`config.mk`:
```
export PLATFORM = sky130hd
export DESIGN_NAME = brf_lane
export DESIGN_NICKNAME = d
export VERILOG_FILES = /design/src/hdl/byte_ring_fifo_assert.svh /design/src/hdl/brf_pkg.sv /design/src/hdl/brf_lane.sv
export SDC_FILE = /design/constraint.sdc
export NUM_CORES = 2
export LEC_CHECK = 0
export ABC_AREA = 0
export ABC_CLOCK_PERIOD_IN_PS = 6800
export BUFFER_PORTS_ARGS = -buffer_cell sky130_fd_sc_hd__buf_2
export CAP_MARGIN = 20
export CORE_MARGIN = 1.5
export CORE_UTILIZATION = 40
export CTS_CLUSTER_DIAMETER = 80
export CTS_CLUSTER_SIZE = 24
export DETAILED_ROUTE_END_ITERATION = 16
export SYNTH_ARGS = -nofsm -noshare
export SYNTH_HDL_FRONTEND = slang
export SYNTH_SLANG_ARGS = --single-unit
```
`constraint.sdc`:
```
create_clock -name clk_i -period 6.8 [get_ports clk_i]
set_input_delay 1.02 -clock clk_i [delete_from_list [all_inputs] [get_ports clk_i]]
set_output_delay 1.02 -clock clk_i [all_outputs]
set_load 0.005 [all_outputs]
```
`src/hdl/byte_ring_fifo_assert.svh`:
```
// ----------------------------------------------------------------------------
// Byte ring FIFO assertion macros
// Concurrent assertion wrappers that can be compiled out as a group.
// ----------------------------------------------------------------------------
`ifndef BYTE_RING_FIFO_ASSERT_SVH
`define BYTE_RING_FIFO_ASSERT_SVH

`ifndef NO_ASSERTIONS

// Checks a property at every clock edge outside reset.
`define BRF_ASSERT(lbl, prop, msg) \
  lbl: assert property (@(posedge clk_i) disable iff (!rst_ni) prop) \
    else $error(msg);

// Checks that a condition is followed by another one in the next cycle.
`define BRF_ASSERT_NEXT(lbl, cond, nxt, msg) \
  lbl: assert property (@(posedge clk_i) disable iff (!rst_ni) (cond) |=> (nxt)) \
    else $error(msg);

`else

`define BRF_ASSERT(lbl, prop, msg)
`define BRF_ASSERT_NEXT(lbl, cond, nxt, msg)

`endif

`endif

```
`src/hdl/brf_pkg.sv`:
```
`timescale 1ns / 1ps
// ----------------------------------------------------------------------------
// Byte ring FIFO package
// Operation codes, field widths and the command and response records that
// pass between the control logic, the byte lanes and the merge stage.
// ----------------------------------------------------------------------------
package brf_pkg;

  localparam int unsigned KIND_W  = 3;
  localparam int unsigned DATA_W  = 64;
  localparam int unsigned COUNT_W = 4;
  localparam int unsigned CFG_W   = 13;
  localparam int unsigned STAT_W  = 12;
  localparam int unsigned ROW_MAX_W  = 16;
  localparam int unsigned LANE_MAX_W = 3;
  localparam int unsigned CAP_RESET  = 4096;

  localparam logic [KIND_W-1:0] KIND_WRITE = 3'd0;
  localparam logic [KIND_W-1:0] KIND_READ  = 3'd1;
  localparam logic [KIND_W-1:0] KIND_PEEK  = 3'd2;
  localparam logic [KIND_W-1:0] KIND_DROP  = 3'd3;
  localparam logic [KIND_W-1:0] KIND_CLEAR = 3'd4;

  typedef struct packed {
    logic                   wr;
    logic                   rd;
    logic [COUNT_W-1:0]     count;
    logic [LANE_MAX_W-1:0]  lane_start;
    logic [ROW_MAX_W-1:0]   row;
  } lane_cmd_t;

  typedef struct packed {
    logic [LANE_MAX_W-1:0]  offset;
    logic [7:0]             data;
  } lane_rsp_t;

endpackage

```
`src/hdl/brf_lane.sv`:
```
`timescale 1ns / 1ps
// ----------------------------------------------------------------------------
// Byte ring FIFO lane
// One byte bank of the store. The lane works out which byte of the beat
// falls on it and which row it touches, writes that byte and reads its row.
// ----------------------------------------------------------------------------
module brf_lane #(
  parameter int unsigned ROWS  = 512,
  parameter int unsigned LANES = 8,
  parameter int unsigned LANE  = 0
) (
  input  logic                              clk_i,
  input  brf_pkg::lane_cmd_t                cmd_i,
  input  logic [brf_pkg::DATA_W-1:0]        wr_bytes_i,
  output brf_pkg::lane_rsp_t                rsp_o
);

  localparam int unsigned RW = (ROWS > 1) ? $clog2(ROWS) : 1;
  localparam int unsigned LW = (LANES > 1) ? $clog2(LANES) : 1;

  logic [7:0]    mem_q [ROWS];
  logic [7:0]    rd_q;
  logic [LW-1:0] off_q;

  logic [LW-1:0] start;
  logic [LW-1:0] offset;
  logic [RW-1:0] row;
  logic [RW-1:0] row_addr;
  logic [3:0]    wrap_off;
  logic          hit;

  always_comb begin
    start    = cmd_i.lane_start[LW-1:0];
    row      = cmd_i.row[RW-1:0];
    wrap_off = 4'(LANE + LANES) - 4'(start);
    if (LW'(LANE) >= start) begin
      offset   = LW'(LANE) - start;
      row_addr = row;
    end else begin
      offset   = wrap_off[LW-1:0];
      row_addr = (row == RW'(ROWS - 1)) ? '0 : row + RW'(1);
    end
    hit = 4'(offset) < cmd_i.count;
  end

  always_ff @(posedge clk_i) begin
    if (cmd_i.wr && hit) begin
      mem_q[row_addr] <= wr_bytes_i[{offset, 3'b000} +: 8];
    end
    if (cmd_i.rd) begin
      rd_q  <= mem_q[row_addr];
      off_q <= offset;
    end
  end

  assign rsp_o.offset = brf_pkg::LANE_MAX_W'(off_q);
  assign rsp_o.data   = rd_q;

endmodule

```
==> impl_metrics.env <==
export IMPL_ys_seq_area_share_pct=74.96
export IMPL_ctsHtreeMaxLevel=4
export IMPL_hold_slack_ns=0.6284
export IMPL_antenna_found_initial=49
export IMPL_drtIter0Drc=16460
export IMPL_grt_max_degree=204
export IMPL_gp_congestion=0.9149
export IMPL_worstPathMaxFanout=59
export IMPL_synthCells=12350
export IMPL_slew_violations=0
export IMPL_crit_path_max_incr_delay_ns=0.94
export IMPL_critPathArrivalTime_ns=7.08
export IMPL_tns_ns=0
export IMPL_path_class="in2reg"
export IMPL_crit_path_start_kind="input port"
export IMPL_worstMarginPinSlew_ns=1.492
export IMPL_clkSinkCount=4107
export IMPL_syn_to_final_growth_pct=9.885
export IMPL_critPathBufInv=4
export IMPL_start_util_pct=40.17
export IMPL_drive_gt1_share_pct=8.846
export IMPL_synth_main_ff_cell="edfxtp_1"
export IMPL_crit_chain="buf_2 -> ha_1 -> nand3_1 -> nor3_1 -> ha_1 -> nor3_1 -> a211oi_4 -> buf_12 -> buf_12 -> nand2_1 -> and3_1 -> a31oi_1 -> o22ai_1 -> nor4_1 -> buf_4 -> or4_1 -> a31oi_1 -> nand4_1"
export IMPL_p_leak_nw=59.54
export IMPL_first_pass_iters=8
export IMPL_status="finished clean"
export IMPL_fmax_mhz=159.8
export IMPL_avgSynthCellArea_um2=13.32
export IMPL_cts_buffers=202
export IMPL_power_density_nw_per_um2=276.9
export IMPL_rows=235
export IMPL_via_per_inst=6.047
export IMPL_cp_required_ns=7.62
export IMPL_clock_skew_ns=0.04821
export IMPL_period_needed_ns=6.257
export IMPL_clkTransAtPathRegs_ns=0.10
export IMPL_vdd_ir_drop_worst_v=0.0002059
export IMPL_finalPower_mw=50.07
export IMPL_cts_resized=0
export IMPL_drv_cap=0
export IMPL_cts_hold_buf=0
export IMPL_clock_path_buffers=4
export IMPL_gr_total_overflow=0
export IMPL_final_core_util_pct=44.14
export IMPL_ys_types=77
export IMPL_nets=12540
export IMPL_cts_setup_buffers=0
export IMPL_setup_viol_count_final=0
export IMPL_grt_pass1_wl_um=778800
export IMPL_cts_tree="done"
export IMPL_grt_pass1_vias=99540
export IMPL_wl_per_cell_um=31.12
export IMPL_slew_headroom_pct=0.5573
export IMPL_ys_ff_latch=4107
export IMPL_io_pins=101
export IMPL_clk_latency_ns=0.97
export IMPL_crit_path_end_kind="flip-flop"
export IMPL_die_area_um2=415100
export IMPL_final_cell_mix="edfxtp_1 (4,107), nand2_1 (3,282), nand3_1 (1,391)"
export IMPL_ant_nets=0
export IMPL_cp_slowest_cell="a211oi_4"
export IMPL_dp_hpwl_um=344200
export IMPL_syn_num_nets=12450
export IMPL_wl_um=559800
export IMPL_fp_dieH_um=644.3
export IMPL_final_common_cell="edfxtp_1"
export IMPL_num_vias=108800
export IMPL_async_flop_share_pct=0
export IMPL_root_buffer="clkbuf_16"
export IMPL_finalCritPeriodShare_pct=92.02
export IMPL_synth_area_um2=164500
export IMPL_layout_setup_ws_ns=0.5425
export IMPL_drc=0
export IMPL_core_area_um2=409600
export IMPL_rsz0062_at_grt="no"
export IMPL_hold_viol=0
export IMPL_min_path_type="in2reg"
export IMPL_chipWidth_um=644.3
export IMPL_place_ws_ns=-0.03273
export IMPL_gr_usage_all_layers_pct=26.19
export IMPL_portBuffers=93
export IMPL_ys_warn_count=0
export IMPL_path_delay_family="compound AO/OA/AOI/OAI gates"
export IMPL_synth_edf_count=4107
worst register-to-register path, delay by kind of cell, from the launching register on:
kind            cells  cell delay, ns
simple gates        3            1.24
compound gates      4            1.21
mux                 1            0.16
flops               1            0.37
buf+inv             1            0.22
kinds of logic after synthesis:
family          after synthesis  synth area share [%]
fa+ha+maj                     6               0.04563
simple gates               5631                 14.49
mux                         345                 2.227
flops                      4107                 74.96
compound gates             1384                 5.801
buf+inv                     878                 2.470
power by group:
group          total (mW)  switching, mW  internal (mW)
combinational        7.32           5.60           1.72
clock                13.8           8.10           5.66
sequential           29.0         0.0435           29.0
total                50.1           13.7           36.3
path summary, 6_finish.rpt:
path / start / end / slack, ns / cells past startpoint
worst max-delay path: cmd_i[0] / rd_q[4]$_DFFE_PP_ / 0.54 / 18
worst min-delay path: cmd_i[16] / off_q[0]$_DFFE_PP_ / 0.63 / 2
worst max register to register: mem_q[347][2]$_DFFE_PP_ / rd_q[2]$_DFFE_PP_ / 3.34 / 9
worst min register to register: mem_q[84][3]$_DFFE_PP_ / rd_q[3]$_DFFE_PP_ / 1.04 / 5
metal layers:
metal	wire length (um)	vias up	track usage, %
met4	27620	14	11.42
met3	68470	1043	5.988
met5	97	-	0
met2	246600	6755	39.23
li1	-	45790	-
met1	217000	55160	36.56
layout make-up:
type / instances / area, um2
repair buffers: 757 / 7084
well taps: 5451 / 6820
clock buffers: 214 / 5185
multi-input cells: 7366 / 37740
fillers: 36590 / 228800
inverters: 8 / 30.03
flip-flops and latches: 4107 / 123300
clock inverters: 40 / 484.2
diodes: 42 / 105.1
registers in the layout, indices dropped and copies added (netlist names):
name,flops
mem_q,4096
off_q,3
rd_q,8
synthesized netlist by cell type, types with 76 or more instances:
cell | n | area, um2
a31oi_1 | 297 | 1858
a211oi_1 | 79 | 593.1
clkbuf_1 | 251 | 942.2
mux2i_1 | 321 | 3213
a32oi_1 | 173 | 1515
nand3_1 | 1391 | 6962
edfxtp_1 | 4107 | 123300
o21ai_0 | 85 | 425.4
nor2_1 | 571 | 2143
nand2_1 | 3304 | 12400
and3_1 | 151 | 944.7
buf_1 | 107 | 401.6
a21oi_1 | 336 | 1682
a22oi_1 | 76 | 570.6
buf_2 | 470 | 2352
metrics by stage:
| step | cell area [um2] | cells |
|---|---|---|
| 2_1_floorplan | 164500 | 12350 |
| 3_3_place_gp | 175000 | 17680 |
| 3_5_place_dp | 175000 | 17690 |
| 4_1_cts | 180700 | 17940 |
| 5_1_grt | 180700 | 17960 |
| 6_report | 180800 | 17990 |
Power figures use the tool's default switching activity.
