<file path="src/hdl/byte_ring_fifo_assert.svh">
// ----------------------------------------------------------------------------
// Byte ring FIFO assertion macros
// Concurrent assertion wrappers that can be compiled out as a group.
// ----------------------------------------------------------------------------
`ifndef BYTE_RING_FIFO_ASSERT_SVH
`define BYTE_RING_FIFO_ASSERT_SVH

`ifndef NO_ASSERTIONS

// Checks a property at every clock edge outside reset.
`define BRF_ASSERT(lbl, prop, msg) \
  lbl: assert property (@(posedge clk_i) disable iff (!rst_ni) prop) \
    else $error(msg);

// Checks that a condition is followed by another one in the next cycle.
`define BRF_ASSERT_NEXT(lbl, cond, nxt, msg) \
  lbl: assert property (@(posedge clk_i) disable iff (!rst_ni) (cond) |=> (nxt)) \
    else $error(msg);

`else

`define BRF_ASSERT(lbl, prop, msg)
`define BRF_ASSERT_NEXT(lbl, cond, nxt, msg)

`endif

`endif

</file>
<file path="src/hdl/brf_pkg.sv">
`timescale 1ns / 1ps
// ----------------------------------------------------------------------------
// Byte ring FIFO package
// Operation codes, field widths and the command and response records that
// pass between the control logic, the byte lanes and the merge stage.
// ----------------------------------------------------------------------------
package brf_pkg;

  localparam int unsigned KIND_W  = 3;
  localparam int unsigned DATA_W  = 64;
  localparam int unsigned COUNT_W = 4;
  localparam int unsigned CFG_W   = 13;
  localparam int unsigned STAT_W  = 12;
  localparam int unsigned ROW_MAX_W  = 16;
  localparam int unsigned LANE_MAX_W = 3;
  localparam int unsigned CAP_RESET  = 4096;

  localparam logic [KIND_W-1:0] KIND_WRITE = 3'd0;
  localparam logic [KIND_W-1:0] KIND_READ  = 3'd1;
  localparam logic [KIND_W-1:0] KIND_PEEK  = 3'd2;
  localparam logic [KIND_W-1:0] KIND_DROP  = 3'd3;
  localparam logic [KIND_W-1:0] KIND_CLEAR = 3'd4;

  typedef struct packed {
    logic                   wr;
    logic                   rd;
    logic [COUNT_W-1:0]     count;
    logic [LANE_MAX_W-1:0]  lane_start;
    logic [ROW_MAX_W-1:0]   row;
  } lane_cmd_t;

  typedef struct packed {
    logic [LANE_MAX_W-1:0]  offset;
    logic [7:0]             data;
  } lane_rsp_t;

endpackage

</file>
<file path="src/hdl/brf_merge.sv">
`timescale 1ns / 1ps
// ----------------------------------------------------------------------------
// Byte ring FIFO merge stage
// Places each lane's byte at its position in the beat and clears the
// positions beyond the number of bytes moved.
// ----------------------------------------------------------------------------
module brf_merge #(
  parameter int unsigned LANES = 8
) (
  input  brf_pkg::lane_rsp_t                rsp_i [LANES],
  input  logic [brf_pkg::COUNT_W-1:0]       count_i,
  output logic [brf_pkg::DATA_W-1:0]        read_bytes_o
);

  always_comb begin
    read_bytes_o = '0;
    for (int k = 0; k < LANES; k++) begin
      if (4'(rsp_i[k].offset) < count_i) begin
        read_bytes_o = read_bytes_o |
          (brf_pkg::DATA_W'(rsp_i[k].data) << {rsp_i[k].offset, 3'b000});
      end
    end
  end

endmodule

</file>
<file path="config.mk">
export PLATFORM = sky130hd
export DESIGN_NAME = brf_merge
export DESIGN_NICKNAME = d
export VERILOG_FILES = /design/src/hdl/byte_ring_fifo_assert.svh /design/src/hdl/brf_pkg.sv /design/src/hdl/brf_merge.sv
export SDC_FILE = /design/constraint.sdc
export NUM_CORES = 1
export LEC_CHECK = 0
export ABC_AREA = 0
export CAP_MARGIN = 15
export CELL_PAD_IN_SITES_DETAIL_PLACEMENT = 1
export CELL_PAD_IN_SITES_GLOBAL_PLACEMENT = 1
export CORE_MARGIN = 5
export CORE_UTILIZATION = 47
export DETAILED_ROUTE_END_ITERATION = 6
export DONT_BUFFER_PORTS = 1
export PLACE_DENSITY_LB_ADDON = 0.08
export SLEW_MARGIN = 15
export SYNTH_ARGS = -nofsm -noshare
export SYNTH_HDL_FRONTEND = slang
export SYNTH_SLANG_ARGS = --single-unit
</file>
<file path="constraint.sdc">
create_clock -name vclk -period 3
set_clock_uncertainty 0.2 [all_clocks]
set_input_delay 0.45 -clock vclk [all_inputs]
set_output_delay 0.45 -clock vclk [all_outputs]
set_load 0.02 [all_outputs]
</file>
==> impl_metrics.csv, run 1 <==
group,metric,value,unit
synthesis,synthXorXnorAreaFrac,0,%
timing,crit_endpoint,"read_bytes_o[19]",
floorplanning,start_util,48.47,%
floorplanning,die_h,102.1,um
synthesis,syn-cell-area,3983,sq um
global_route,grt_use_total,93.24,%
synthesis,synth.distinct_cells,47,
synthesis,synthSimpleGateAreaFrac,26.48,%
floorplanning,rows,33,
floorplanning,io_pins,156,
synthesis,avgSynthCellArea,6.671,sq um
synthesis,synth_compound_area_share,61.04,%
synthesis,syn-num-nets,705,
synthesis,synthAdderAreaFrac,5.027,%
synthesis,synthTopCellsByArea,"a22oi_1, a221oi_1, ha_1",
synthesis,synth_top_area_share,30.73,%
global_route,grt_max_degree,17,
synthesis,synth_cells,597,
floorplanning,fp.dieW,102.1,um
run_status,status,"aborted with a tool error",
synthesis,muxShareOfSynthArea,0,%
run_status,first-error,"[ERROR GRT-0232] Routing congestion too high. Check the congestion heatmap in the GUI.",
synthesis,yosysSeqAreaShare,0,%
timing,worstEpCategory,"top-level output",
place,io_buffers,0,
run_status,lastStage,"global routing",
place,hpwlAfterDp,20150,um
synthesis,yosysWarnings,0,
global_route,gr-total-overflow,355,
place,gp_congestion,1.102,
synthesis,synth_top_family_by_area,"compound AO/OA/AOI/OAI gates",
clock_tree,hold_buffers,0,
synthesis,yosysTopAreaCell,"a22oi_1",
metal layers:
metal / track usage, % / GRT overflow
met4: 103.6 / 138
met2: 101.7 / 158
met5: 55.77 / 2
met3: 86.28 / 19
met1: 89.45 / 38
kinds of logic after synthesis:
kind of cell,after synthesis
adder cells (fa/ha/maj),16
AND/OR/NAND/NOR,201
buffers and inverters,77
AO/OA/AOI/OAI,303
cell usage after synthesis, types with 2 or more instances:
| library cell | instances |
|---|---|
| and2_1 | 6 |
| inv_1 | 15 |
| a211oi_1 | 6 |
| buf_1 | 41 |
| a2bb2o_1 | 5 |
| o211a_1 | 5 |
| a211oi_2 | 6 |
| a21oi_1 | 3 |
| nor3_1 | 2 |
| a21o_1 | 3 |
| ha_1 | 16 |
| buf_2 | 5 |
| o21ai_1 | 3 |
| a2111oi_4 | 3 |
| a22oi_1 | 163 |
| nor3_2 | 4 |
| nor2_2 | 4 |
| o32ai_1 | 2 |
| a32oi_1 | 9 |
| a22o_1 | 7 |
| clkbuf_1 | 14 |
| nand2_1 | 39 |
| nand4_1 | 27 |
| nor3_4 | 2 |
| a221oi_1 | 37 |
| o2bb2ai_1 | 2 |
| or2_2 | 2 |
| nor2b_1 | 22 |
| nor2_1 | 36 |
| o21a_1 | 4 |
| o21ai_0 | 6 |
| o22ai_1 | 23 |
| nand2b_1 | 14 |
| nand3_1 | 40 |
| o21bai_1 | 9 |
timing repair:
item / CTS
gates resized for setup: 50
endpoints found under the setup margin: 59
setup buffers: 2
pin swaps: 24
through the flow:
stage / worst slack (ns) / cells / util [%] / instance area, sq um
after floorplan: 0.1881 / 597 / - / 3983
after global placement: -0.1589 / 757 / 59.62 / 4898
after detailed placement: -0.2241 / 757 / 59.62 / 4898
after CTS: -0.03896 / 759 / 62.45 / 5131
==> run 2: changes to the inputs <==
--- a/config.mk
+++ b/config.mk
@@ -7,13 +7,11 @@
 export LEC_CHECK = 0
 export ABC_AREA = 0
 export CAP_MARGIN = 15
-export CELL_PAD_IN_SITES_DETAIL_PLACEMENT = 1
-export CELL_PAD_IN_SITES_GLOBAL_PLACEMENT = 1
 export CORE_MARGIN = 5
-export CORE_UTILIZATION = 47
+export CORE_UTILIZATION = 40
 export DETAILED_ROUTE_END_ITERATION = 6
 export DONT_BUFFER_PORTS = 1
-export PLACE_DENSITY_LB_ADDON = 0.08
+export PLACE_DENSITY_LB_ADDON = 0.15
 export SLEW_MARGIN = 15
 export SYNTH_ARGS = -nofsm -noshare
 export SYNTH_HDL_FRONTEND = slang
==> impl_metrics.csv, run 2 <==
group,metric,value,unit
floorplanning,fp.dieW,109.8,um
global_route,grt_pass1_vias,6290,
timing,worstMarginPinSlew,0.8246,ns
floorplanning,io_pins,156,
power,p_per_area,193.1,nW/um^2
hold_path,holdPathEnd,"read_bytes_o[21]",
timing,hold_viol_final,0,
setup_path,cp_max_fo,8,
synthesis,yosysSeqAreaShare,0,%
synthesis,yosysWarnings,0,
timing,hold_slack,0.8548,ns
setup_path,crit_type,"in -> out",
synthesis,synth_top_area_share,30.73,%
global_route,grt_use_total,40.88,%
power,leakagePower,2.114,nW
timing,setup_violations,4,
cells_and_area,clockBufferCount,0,
route,drt_first_pass_iters,7,
synthesis,syn-cell-area,3983,sq um
synthesis,synth_cells,597,
floorplanning,core_area,9729,sq um
cells_and_area,seq_area,0,sq um
synthesis,avgSynthCellArea,6.671,sq um
global_route,grt_pass1_wl,37740,um
timing,report.final.slew_viol_count,0,
hold_path,hold_start,"rsp_i[49]",
cells_and_area,drive_gt1_share,39.64,%
cells_and_area,final_common_cell,"a22oi_1",
route,vias,6487,
global_route,grt_use_met2,59.92,%
global_route,grt_busiest_layer,"met2",
timing,period_share,100.8,%
place,gp_congestion,0.9944,
route,post_drt_wl_per_cell,33.02,um
timing,fin_ws,-0.02494,ns
setup_path,cp-start-kind,"input port",
timing,rsz0062_at_grt,"yes",
job,drv_cap,0,
synthesis,synth.distinct_cells,47,
global_route,antenna_found_initial,0,
global_route,grt.met3_usage,13.39,%
synthesis,yosysTopAreaCell,"a22oi_1",
cells_and_area,layout_common_cells,"a22oi_1, buf_4, nand2_1, nor2_1, buf_6",
route,totalWireLength,26220,um
setup_path,cp_top_family,"compound AO/OA/AOI/OAI gates",
global_route,grt_max_degree,17,
run_status,violations,"negative setup slack",
setup_path,critPathArrivalTime,2.37,ns
setup_path,worstPathCellList,"clkinvlp_4 > buf_4 > ha_1 > o21a_1 > o21bai_4 > nand2_2 > a2bb2o_1 > a221oi_2 > nand3_2",
synthesis,syn-num-nets,705,
route,drc,0,
floorplanning,die-area,12050,sq um
place,io_buffers,0,
cells_and_area,fin_util,60.30,%
place,hpwlAfterDp,19430,um
cells_and_area,area_growth,47.31,%
route,via_per_inst,8.170,
timing,slew-limit-headroom,44.83,%
global_route,gr-total-overflow,0,
global_route,met1_usage,53.45,%
route,drtIter0Drc,1253,
timing,final.min_clock_period,3.025,ns
setup_path,required,2.35,ns
synthesis,synth.most_common_cell,"a22oi_1",
hold_path,whs_path_depth,2,
timing,clock.fmax,330.6,MHz
setup_path,crit_path_end_kind,"primary output",
setup_path,crit_buf_inv,2,
synthesis,synthTopCellsByArea,"a22oi_1, a221oi_1, ha_1",
floorplanning,die_h,109.8,um
floorplanning,rows,36,
synthesis,synth_commonest_cells,"a22oi_1, buf_1, nand3_1",
setup_path,max_stage_delay,0.32,ns
cells_and_area,nets,771,
run_status,status,"finished, violations left",
hold_path,worstHoldPathType,"in -> out",
floorplanning,start_util,40.93,%
cells_and_area,flops_and_latches,0,
route,ant_nets,0,
cells_and_area,diodes,0,
power,vdd_drop_max,0.1003,mV
setup_path,cp_slowest_cell,"a2bb2o_1",
==> run 2: cell counts after synthesis <==
Identical to the previous run, type by type.
==> run 2: per-stage QoR <==
stage | instances | total power, mW | instance area (sq um) | setup TNS (ns) | setup slack, ns
6_report | 794 | 1.133 | 5867 | -0.04481 | -0.02494
4_1_cts | 783 | 0.9903 | 5171 | -0.2365 | -0.05148
3_5_place_dp | 780 | 0.9439 | 4921 | -5.947 | -0.3741
3_3_place_gp | 780 | 0.9370 | 4921 | -4.009 | -0.3147
2_1_floorplan | 597 | 0.6543 | 3983 | 0 | 0.1881
5_1_grt | 794 | 1.183 | 5867 | -0.9471 | -0.09024
==> run 2: worst max-delay path by stage <==
stage                     slack, ns  cells after the start          endpoint  startpoint
after global routing          -0.09                     11   read_bytes_o[1]  count_i[1]
after detailed placement      -0.37                     10  read_bytes_o[17]  count_i[1]
after CTS                     -0.05                     11  read_bytes_o[50]  count_i[1]
after global placement        -0.31                     10  read_bytes_o[17]  count_i[1]
after floorplan                0.19                      8  read_bytes_o[39]  count_i[2]
final                         -0.02                      9  read_bytes_o[47]  count_i[2]
==> run 2: final cells by class <==
class | instances | area [sq um]
tap | 133 | 166.4
multi-input combinational | 520 | 4385
timing repair buffer | 125 | 1247
inverter | 16 | 67.56
fill | 946 | 3862
==> run 2: power by group <==
group	internal (mW)	switching [mW]
clock network	0	0
registers	0	0
logic	0.471	0.661
==> run 2: logic make-up (layout without fill, tap and decap cells) <==
logic type      count (synthesis)  after routing  share of synthesized area [%]
compound gates                303            303                          61.04
simple gates                  201            201                          26.48
buf+inv                        77            141                          7.445
fa+ha+maj                      16             16                          5.027
==> run 2: what timing repair did <==
item / in CTS / in global routing
setup buffers: 4 / 11
pin swaps: 13 / 59
endpoints found under the setup margin: 55 / 64
gates resized for setup: 50 / 116
hold buffers: 0 / 0
==> run 2: metal layers <==
metal  vias to the layer above  routed length, um
met5                         -                  0
met4                         0               1405
met3                       160               4189
met2                       703              11180
met1                      3019               9450
li1                       2605                  -
Note: power is estimated with default switching activity, not from simulation.
